<file path="src/rtl/core/slv_pkg.sv">
// ----------------------------------------------------------------------------
// slv_pkg
// Shared types and constants of the scanline luma displacement block.
// ----------------------------------------------------------------------------
`default_nettype none

package slv_pkg;

  localparam int MAX_WIDTH   = 2048;
  localparam int MAX_HEIGHT  = 2048;
  localparam int MAX_SPACING = 64;

  localparam int LUMA_W = 8;
  localparam int COL_W  = 11;
  localparam int ROW_W  = 11;
  localparam int PH_W   = 6;
  localparam int FW_W   = 12;
  localparam int FH_W   = 12;
  localparam int SP_W   = 7;
  localparam int DIV_W  = 8;
  localparam int ADDR_W = 22;
  localparam int CFG_AW = 2;
  localparam int CFG_DW = 12;

  localparam logic [FW_W-1:0]  FRAME_WIDTH_RST  = FW_W'(640);
  localparam logic [FH_W-1:0]  FRAME_HEIGHT_RST = FH_W'(480);
  localparam logic [SP_W-1:0]  LINE_SPACING_RST = SP_W'(10);
  localparam logic [DIV_W-1:0] GAIN_DIVISOR_RST = DIV_W'(30);

  localparam int QUEUE_DEPTH = 4;
  localparam int QUEUE_AW    = $clog2(QUEUE_DEPTH);

  typedef enum logic [CFG_AW-1:0] {
    CFG_FRAME_WIDTH  = 2'd0,
    CFG_FRAME_HEIGHT = 2'd1,
    CFG_LINE_SPACING = 2'd2,
    CFG_GAIN_DIVISOR = 2'd3
  } cfg_reg_e;

  typedef enum logic [1:0] {
    BK_IDLE,
    BK_DIV,
    BK_SUB,
    BK_ADDR
  } bk_state_e;

  // effective (clamped) configuration
  typedef struct packed {
    logic [FW_W-1:0]  width;
    logic [FH_W-1:0]  height;
    logic [SP_W-1:0]  spacing;
    logic [DIV_W-1:0] divisor;
  } slv_cfg_t;

  // one pixel of a drawn line, handed from front to back
  typedef struct packed {
    logic [LUMA_W-1:0] luma;
    logic [COL_W-1:0]  col;
    logic [ROW_W-1:0]  row;
  } slv_item_t;

  typedef struct packed {
    logic full;
    logic empty;
  } slv_qstat_t;

endpackage

`default_nettype wire

</file>
<file path="src/rtl/core/scanline_luma_displacement.sv">
// ----------------------------------------------------------------------------
// scanline_luma_displacement
// Raster luma in, frame buffer write addresses of displaced white dots out.
// ----------------------------------------------------------------------------
// Pixels are taken one per clock in raster order while in_stall_o is low.
// Pixels on lines that are not drawn give no result. Each pixel of a drawn
// line goes into a four-entry queue, then a one-bit-per-cycle divider. The
// back end takes a new pixel only when done with the last one (fetch, divide,
// row subtract, address multiply); in_stall_o rises whenever the queue is full.
// Configuration writes are always taken (cfg_ready_o is tied high) and must be
// done while the block is idle. Register values of 0 act as 1; width and
// height clamp to 2048, spacing to 64.
`default_nettype none

module scanline_luma_displacement (
  input  logic        clk_i,
  input  logic        rst_ni,
  input  logic        cfg_valid_i,
  output logic        cfg_ready_o,
  input  logic [1:0]  cfg_index_i,
  input  logic [11:0] cfg_data_i,
  input  logic        in_valid_i,
  output logic        in_stall_o,
  input  logic [7:0]  luma_i,
  input  logic        frame_start_i,
  output logic        out_valid_o,
  input  logic        out_stall_i,
  output logic [21:0] write_address_o,
  output logic [10:0] plot_column_o,
  output logic [10:0] plot_row_o
);
  import slv_pkg::*;

  logic [FW_W-1:0]  fw_q;
  logic [FH_W-1:0]  fh_q;
  logic [SP_W-1:0]  sp_q;
  logic [DIV_W-1:0] div_q;
  slv_cfg_t         cfg;
  slv_qstat_t       qstat;
  slv_item_t        push_item, head;
  logic             push, pop;

  assign cfg_ready_o = 1'b1;

  always_ff @(posedge clk_i or negedge rst_ni) begin
    if (!rst_ni) begin
      fw_q  <= FRAME_WIDTH_RST;
      fh_q  <= FRAME_HEIGHT_RST;
      sp_q  <= LINE_SPACING_RST;
      div_q <= GAIN_DIVISOR_RST;
    end else if (cfg_valid_i && cfg_ready_o) begin
      case (cfg_reg_e'(cfg_index_i))
        CFG_FRAME_WIDTH:  fw_q  <= cfg_data_i[FW_W-1:0];
        CFG_FRAME_HEIGHT: fh_q  <= cfg_data_i[FH_W-1:0];
        CFG_LINE_SPACING: sp_q  <= cfg_data_i[SP_W-1:0];
        CFG_GAIN_DIVISOR: div_q <= cfg_data_i[DIV_W-1:0];
        default: ;
      endcase
    end
  end

  always_comb begin
    cfg.width   = (fw_q == '0) ? FW_W'(1) :
                  (fw_q > FW_W'(MAX_WIDTH)) ? FW_W'(MAX_WIDTH) : fw_q;
    cfg.height  = (fh_q == '0) ? FH_W'(1) :
                  (fh_q > FH_W'(MAX_HEIGHT)) ? FH_W'(MAX_HEIGHT) : fh_q;
    cfg.spacing = (sp_q == '0) ? SP_W'(1) :
                  (sp_q > SP_W'(MAX_SPACING)) ? SP_W'(MAX_SPACING) : sp_q;
    cfg.divisor = (div_q == '0) ? DIV_W'(1) : div_q;
  end

  slv_front u_front (
    .clk_i        (clk_i),
    .rst_ni       (rst_ni),
    .cfg_i        (cfg),
    .in_valid_i   (in_valid_i),
    .in_stall_o   (in_stall_o),
    .luma_i       (luma_i),
    .frame_start_i(frame_start_i),
    .qstat_i      (qstat),
    .push_o       (push),
    .push_item_o  (push_item)
  );

  slv_fifo u_fifo (
    .clk_i      (clk_i),
    .rst_ni     (rst_ni),
    .push_i     (push),
    .push_item_i(push_item),
    .pop_i      (pop),
    .head_o     (head),
    .qstat_o    (qstat)
  );

  slv_back u_back (
    .clk_i          (clk_i),
    .rst_ni         (rst_ni),
    .cfg_i          (cfg),
    .qstat_i        (qstat),
    .head_i         (head),
    .pop_o          (pop),
    .out_valid_o    (out_valid_o),
    .out_stall_i    (out_stall_i),
    .write_address_o(write_address_o),
    .plot_column_o  (plot_column_o),
    .plot_row_o     (plot_row_o)
  );

endmodule

`default_nettype wire

</file>
<file path="src/rtl/core/slv_front.sv">
// ----------------------------------------------------------------------------
// slv_front
// Pixel intake: column, row and spacing phase counters, picks drawn pixels.
// ----------------------------------------------------------------------------
`default_nettype none

module slv_front (
  input  logic               clk_i,
  input  logic               rst_ni,
  input  slv_pkg::slv_cfg_t  cfg_i,
  input  logic               in_valid_i,
  output logic               in_stall_o,
  input  logic [7:0]         luma_i,
  input  logic               frame_start_i,
  input  slv_pkg::slv_qstat_t qstat_i,
  output logic               push_o,
  output slv_pkg::slv_item_t push_item_o
);
  import slv_pkg::*;

  logic [COL_W-1:0] col_q, col_d, col_cur;
  logic [ROW_W-1:0] row_q, row_d, row_cur;
  logic [PH_W-1:0]  ph_q, ph_d, ph_cur;
  logic             accept;

  assign in_stall_o = qstat_i.full;
  assign accept     = in_valid_i & ~in_stall_o;

  always_comb begin
    col_cur = frame_start_i ? '0 : col_q;
    row_cur = frame_start_i ? '0 : row_q;
    ph_cur  = frame_start_i ? '0 : ph_q;

    col_d = col_cur;
    row_d = row_cur;
    ph_d  = ph_cur;
    if (({1'b0, col_cur} + FW_W'(1)) >= cfg_i.width) begin
      col_d = '0;
      if (({1'b0, row_cur} + FH_W'(1)) >= cfg_i.height) begin
        // last row of the frame: start over as on a new frame
        row_d = '0;
        ph_d  = '0;
      end else begin
        row_d = row_cur + ROW_W'(1);
        if (({1'b0, ph_cur} + SP_W'(1)) >= cfg_i.spacing) begin
          ph_d = '0;
        end else begin
          ph_d = ph_cur + PH_W'(1);
        end
      end
    end else begin
      col_d = col_cur + COL_W'(1);
    end
  end

  assign push_o           = accept & (ph_cur == '0);
  assign push_item_o.luma = luma_i;
  assign push_item_o.col  = col_cur;
  assign push_item_o.row  = row_cur;

  always_ff @(posedge clk_i or negedge rst_ni) begin
    if (!rst_ni) begin
      col_q <= '0;
      row_q <= '0;
      ph_q  <= '0;
    end else if (accept) begin
      col_q <= col_d;
      row_q <= row_d;
      ph_q  <= ph_d;
    end
  end

endmodule

`default_nettype wire

</file>
<file path="src/rtl/core/slv_fifo.sv">
// ----------------------------------------------------------------------------
// slv_fifo
// Short queue of drawn pixels between intake and divider.
// ----------------------------------------------------------------------------
`default_nettype none

module slv_fifo (
  input  logic                clk_i,
  input  logic                rst_ni,
  input  logic                push_i,
  input  slv_pkg::slv_item_t  push_item_i,
  input  logic                pop_i,
  output slv_pkg::slv_item_t  head_o,
  output slv_pkg::slv_qstat_t qstat_o
);
  import slv_pkg::*;

  slv_item_t            mem_q [QUEUE_DEPTH];
  logic [QUEUE_AW-1:0]  wr_ptr_q, rd_ptr_q;
  logic [QUEUE_AW:0]    cnt_q;
  logic                 do_push, do_pop;

  assign qstat_o.full  = (cnt_q == (QUEUE_AW+1)'(QUEUE_DEPTH));
  assign qstat_o.empty = (cnt_q == '0);
  assign do_push       = push_i & ~qstat_o.full;
  assign do_pop        = pop_i & ~qstat_o.empty;
  assign head_o        = mem_q[rd_ptr_q];

  always_ff @(posedge clk_i) begin
    if (do_push) begin
      mem_q[wr_ptr_q] <= push_item_i;
    end
  end

  always_ff @(posedge clk_i or negedge rst_ni) begin
    if (!rst_ni) begin
      wr_ptr_q <= '0;
      rd_ptr_q <= '0;
      cnt_q    <= '0;
    end else begin
      if (do_push) begin
        wr_ptr_q <= (wr_ptr_q == QUEUE_AW'(QUEUE_DEPTH-1)) ? '0 : wr_ptr_q + QUEUE_AW'(1);
      end
      if (do_pop) begin
        rd_ptr_q <= (rd_ptr_q == QUEUE_AW'(QUEUE_DEPTH-1)) ? '0 : rd_ptr_q + QUEUE_AW'(1);
      end
      case ({do_push, do_pop})
        2'b10:   cnt_q <= cnt_q + (QUEUE_AW+1)'(1);
        2'b01:   cnt_q <= cnt_q - (QUEUE_AW+1)'(1);
        default: cnt_q <= cnt_q;
      endcase
    end
  end

endmodule

`default_nettype wire

</file>
<file path="src/rtl/core/slv_back.sv">
// ----------------------------------------------------------------------------
// slv_back
// Divides luma by the gain, displaces the row and forms the write address.
// ----------------------------------------------------------------------------
`default_nettype none

module slv_back (
  input  logic                clk_i,
  input  logic                rst_ni,
  input  slv_pkg::slv_cfg_t   cfg_i,
  input  slv_pkg::slv_qstat_t qstat_i,
  input  slv_pkg::slv_item_t  head_i,
  output logic                pop_o,
  output logic                out_valid_o,
  input  logic                out_stall_i,
  output logic [21:0]         write_address_o,
  output logic [10:0]         plot_column_o,
  output logic [10:0]         plot_row_o
);
  import slv_pkg::*;

  localparam int CNT_W = $clog2(LUMA_W);

  bk_state_e         state_q, state_d;
  logic [CNT_W-1:0]  cnt_q;
  logic [DIV_W-1:0]  rem_q;
  logic [LUMA_W-1:0] quo_q;
  logic [COL_W-1:0]  col_q;
  logic [ROW_W-1:0]  row_q;
  logic [ROW_W-1:0]  row_new_q;
  logic              out_valid_q;
  logic [ADDR_W-1:0] addr_q;
  logic [COL_W-1:0]  pcol_q;
  logic [ROW_W-1:0]  prow_q;

  logic [DIV_W:0]    rem_sh, rem_nx;
  logic              ge;
  logic              hit;
  logic [ROW_W-1:0]  row_new;
  logic [ROW_W+FW_W-1:0] prod;
  logic [ROW_W+FW_W-1:0] addr_full;
  logic              load;

  // restoring division, one quotient bit per cycle
  always_comb begin
    rem_sh = {rem_q, quo_q[LUMA_W-1]};
    ge     = rem_sh >= {1'b0, cfg_i.divisor};
    rem_nx = ge ? (rem_sh - {1'b0, cfg_i.divisor}) : rem_sh;
  end

  assign hit       = {{(ROW_W-LUMA_W){1'b0}}, quo_q} <= row_q;
  assign row_new   = row_q - {{(ROW_W-LUMA_W){1'b0}}, quo_q};
  assign prod      = row_new_q * cfg_i.width;
  assign addr_full = prod + {{(ROW_W+FW_W-COL_W){1'b0}}, col_q};

  always_comb begin
    state_d = state_q;
    pop_o   = 1'b0;
    load    = 1'b0;
    case (state_q)
      BK_IDLE: begin
        if (!qstat_i.empty) begin
          pop_o   = 1'b1;
          state_d = BK_DIV;
        end
      end
      BK_DIV: begin
        if (cnt_q == CNT_W'(LUMA_W-1)) begin
          state_d = BK_SUB;
        end
      end
      BK_SUB: begin
        // lifted above the top of the frame: nothing to paint
        state_d = hit ? BK_ADDR : BK_IDLE;
      end
      BK_ADDR: begin
        if (!out_valid_q || !out_stall_i) begin
          load    = 1'b1;
          state_d = BK_IDLE;
        end
      end
      default: state_d = BK_IDLE;
    endcase
  end

  always_ff @(posedge clk_i or negedge rst_ni) begin
    if (!rst_ni) begin
      state_q     <= BK_IDLE;
      cnt_q       <= '0;
      out_valid_q <= 1'b0;
    end else begin
      state_q <= state_d;
      if (state_q == BK_DIV) begin
        cnt_q <= cnt_q + CNT_W'(1);
      end else begin
        cnt_q <= '0;
      end
      if (load) begin
        out_valid_q <= 1'b1;
      end else if (!out_stall_i) begin
        out_valid_q <= 1'b0;
      end
    end
  end

  always_ff @(posedge clk_i) begin
    if (pop_o) begin
      rem_q <= '0;
      quo_q <= head_i.luma;
      col_q <= head_i.col;
      row_q <= head_i.row;
    end else if (state_q == BK_DIV) begin
      rem_q <= rem_nx[DIV_W-1:0];
      quo_q <= {quo_q[LUMA_W-2:0], ge};
    end
    if (state_q == BK_SUB) begin
      row_new_q <= row_new;
    end
    if (load) begin
      addr_q <= addr_full[ADDR_W-1:0];
      pcol_q <= col_q;
      prow_q <= row_new_q;
    end
  end

  assign out_valid_o     = out_valid_q;
  assign write_address_o = addr_q;
  assign plot_column_o   = pcol_q;
  assign plot_row_o      = prow_q;

endmodule

`default_nettype wire

</file>
<file path="config.mk">
export PLATFORM = sky130hd
export DESIGN_NAME = scanline_luma_displacement
export DESIGN_NICKNAME = d
export VERILOG_FILES = /design/src/rtl/core/slv_pkg.sv /design/src/rtl/core/scanline_luma_displacement.sv /design/src/rtl/core/slv_front.sv /design/src/rtl/core/slv_fifo.sv /design/src/rtl/core/slv_back.sv
export SDC_FILE = /design/constraint.sdc
export NUM_CORES = 1
export LEC_CHECK = 0
export BUFFER_PORTS_ARGS = -buffer_cell sky130_fd_sc_hd__buf_4
export CORE_UTILIZATION = 35
export CTS_CLUSTER_SIZE = 30
export DETAILED_ROUTE_END_ITERATION = 10
export GPL_TIMING_DRIVEN = 0
export RECOVER_POWER = 25
export SYNTH_ARGS = -nofsm -noshare
export SYNTH_HDL_FRONTEND = slang
export SYNTH_HIERARCHICAL = 1
export SYNTH_SLANG_ARGS = --single-unit
</file>
<file path="constraint.sdc">
create_clock -name clk_i -period 7 [get_ports clk_i]
set_input_delay 1.05 -clock clk_i [delete_from_list [all_inputs] [get_ports clk_i]]
set_output_delay 1.05 -clock clk_i [all_outputs]
set_load 0.01 [all_outputs]
</file>
==> results.toml <==
[sta]
tightest_slew_ps = 4586
max_freq_ghz = 0.1540
fin_ws_ps = 506.0
max_slew_margin = -2.057
fin_worst_skew_ps = 28.57
period_minus_slack_ps = 6494
final_max_slew_viol_count = 81
hold_violations = 0
finalSetupTns_ps = 0
rsz0062_at_grt = "false"
finalCritPeriodShare = 0.9277
finalSetupViolations = 0

[hold_path]
hold_class = "reg -> reg"
min_from = "u_back/col_q[1]$_DFFE_PP_"

[power_and_ir_drop]
ir_drop_mv = 0.2632
leakage_nw = 8.547
power_density_nw_per_um2 = 463.7

[clock_tree]
cts_resized = 0
postCtsSetupBuffers = 0
cts_sinks = 293
cts_inserted_buffers = 35
htreeDepth = 2
clk_pin_slew_worst_paths_ps = 60
clk_latency_ps = 550
cts_buffer_depth = 3
root_buffer = "clkbuf_16"
cts_tree = "yes"
hold_buffers = 0

[cells_and_area]
drive_above_1_share = 0.1503
seq_area_um2 = 8333
stdcell_count = 2282
fillerInstances = 4800
n_antenna_cell = 0
multi_input_area_um2 = 8432
finalNetCount = 1832
fin_util = 0.4025
syn2layout_area_growth_pct = 13.14
design_area_um2 = 20280

[global_routing]
grt_pass1_vias = 11650
grt_use_total = 0.1548
grt_max_degree = 81
top_usage_layer = "met2"
grt_overflow = 0
grt_first_pass_wirelength_um = 63540
use_met1 = 0.1963
antenna_found_initial = 0
met3_usage = 0.02313
grt_util_met2 = 0.2692

[worst_setup_path]
cp_max_fo = 10
critPathKind = "reg -> reg"
slowest_stage = "fa_1"
crit_top_cell = "fa_1"
crit_chain = "nor4_1, a31oi_1, nor2_1, clkbuf_1, nand2_1, fa_1, fa_1, inv_1, fa_1, fa_1, inv_1, fa_1, inv_1, ha_1, a21oi_1, nand2_1, o21ai_1, nand2_1, a221oi_1, xnor2_1"
crit_start = "fw_q[7]$_DFFE_PN1P_"
startpoint_type = "flip-flop"
timing.rr.start = "fw_q[7]$_DFFE_PN1P_"
arrival_ps = 6770
crit_path_end_kind = "flip-flop"
cp_slowest_stage_delay_ps = 550
worstPathRequired_ps = 7270

[route]
drcViolationCount = 0
wirelength_um = 39110
drtPass1Iterations = 5
vias = 11030
drtIter0Drc = 558
drt-wirelength-per-cell_um = 17.14
drtAntennaViolNets = 0
vias_per_cell = 4.833

[synthesis]
synth_seq_cells = 293
synth_most_common_cell = "inv_1"
syn-mean-instance-area_um2 = 12.10
async_reset_ff_frac = 0.2730
synth_area_um2 = 17920
synth_edf_count = 205
ys_top_cells_by_count = "inv_1 (206), edfxtp_1 (205), nand2_1 (151)"
ys_types = 79
yosysWarningCount = 6
synth_seq_area_share = 0.4650
synthTopCellsByArea = "edfxtp_1 (34%), fa_1 (11%), dfrtp_1 (9.5%)"
ys.flop_type = "edfxtp_1"
yosysTopAreaCell = "edfxtp_1"
synth_top_area_frac = 0.3435
syn_nets = 1729
synth_cells = 1481

[floorplan]
die-height_um = 228.3
io-pin-count = 75
dieArea_um2 = 52110
coreArea_um2 = 50380
fp-row-count = 82
die_x_um = 228.3
start_util = 0.3557

[placement]
dpl_cell_area_um2 = 19290
hpwl_um = 29270
gp_congestion = 0.8976
dp_cells = 2219
portBuffers = 65
pre_cts_slack_ps = 458.3

[run_status]
violations = "max-capacitance violations, max-slew violations"
outcome = "complete, but fails checks"

[flow_run]
cap_viol_max_count = 1
[logic make-up (layout without fill, tap and decap cells)]
family          Yosys count  count (layout)  synth area share
simple gates            391             391            0.1127
flops                   293             293            0.4650
buf+inv                 274             403           0.06500
fa+ha+maj               220             220            0.1963
compound gates          165             165           0.06396
mux                      78              78           0.06800
xor+xnor                 59              59           0.02883
other cells               1               1         0.0002093
[final timing paths]
kind	end	slack (ps)	depth (start not counted)
worst max-delay path	u_back/write_address_o[19]$_DFFE_PP_	510	20
worst min-delay path	u_back/plot_column_o[1]$_DFFE_PP_	460	0
worst max register to register	u_back/write_address_o[19]$_DFFE_PP_	510	20
worst min register to register	u_back/plot_column_o[1]$_DFFE_PP_	460	0
max in group asynchronous	u_back/out_valid_o$_DFFE_PN0P_	2260	1
min in group asynchronous	u_fifo/wr_ptr_q[0]$_DFFE_PN0P_	2150	1
[area by class of cell]
class | instances | share of cell area
plain buffers | 68 | 0.01493
clock buffers | 48 | 0.04813
clock inverters | 15 | 0.006171
inverters | 206 | 0.03814
multi-input cells | 914 | 0.4159
flip-flops and latches | 293 | 0.4110
well taps | 672 | 0.04147
repair buffers | 66 | 0.02431
[state kept, by name, summed over array words and instances (netlist names)]
signal / flops
u_front/row_q: 11
u_back/row_q: 11
u_fifo/rd_ptr_q: 2
u_back/plot_row_o: 11
u_back/quo_q: 8
u_back/state_q: 2
u_back/cnt_q: 3
u_back/plot_column_o: 11
u_back/rem_q: 8
u_back/col_q: 11
fh_q: 12
u_back/row_new_q: 11
u_fifo/cnt_q: 3
u_back/write_address_o: 22
u_back/out_valid_o: 1
u_fifo/mem_q: 120
fw_q: 12
u_front/ph_q: 6
sp_q: 7
div_q: 8
u_front/col_q: 11
u_fifo/wr_ptr_q: 2
[per-stage QoR]
step / power [mW] / hold slack [ps]
floorplan: 6.572 / 409.9
global placement: 7.712 / 422.8
detailed placement: 7.804 / 444.2
CTS: 9.606 / 457.5
global route: 10.27 / 476.2
finish: 9.403 / 456.5
[cell usage in the layout (no fill, tap or decap), types with 5 or more instances in the layout]
master | synthesis | routed
dfstp_2 | 12 | 12
fa_1 | 102 | 102
buf_2 | 9 | 7
o211ai_1 | 8 | 8
a31oi_1 | 6 | 6
and3_1 | 5 | 5
a32o_1 | 5 | 5
nand4_1 | 6 | 6
a21o_1 | 13 | 13
nor2b_1 | 61 | 62
clkbuf_16 | 0 | 36
xnor2_1 | 34 | 34
ha_1 | 118 | 118
buf_4 | 12 | 65
and2_1 | 52 | 46
mux2_2 | 44 | 44
edfxtp_1 | 205 | 205
mux4_2 | 28 | 28
nand2b_1 | 9 | 9
o21ai_0 | 30 | 30
nor2_1 | 39 | 39
dfxtp_1 | 8 | 8
o21a_1 | 5 | 5
a22o_1 | 9 | 9
xor2_1 | 25 | 25
a21oi_1 | 37 | 36
a211oi_1 | 7 | 7
o21ai_1 | 7 | 7
nor4_1 | 6 | 6
nand3_1 | 19 | 19
inv_1 | 206 | 206
nor3_1 | 12 | 12
clkbuf_1 | 38 | 65
dfrtp_1 | 68 | 68
nand2_1 | 151 | 151
[where the power goes]
group          switching [mW]  internal, mW
clock network           0.716          1.02
logic                    2.80          2.08
registers               0.198          2.59
total                    3.71          5.69
[worst max-delay path, delay by kind of cell, from the launching register on]
family	cells	cell delay (ps)
simple gates	5	1140
xor+xnor	1	100
flops	1	380
fa+ha+maj	6	3020
compound gates	4	990
buf+inv	4	570
[metal layers]
layer,share of wire,up-vias
met5,0,-
met4,0.025,0
met3,0.038,51
met2,0.50,211
met1,0.44,5511
li1,-,5257
(Power assumes the default switching activity.)
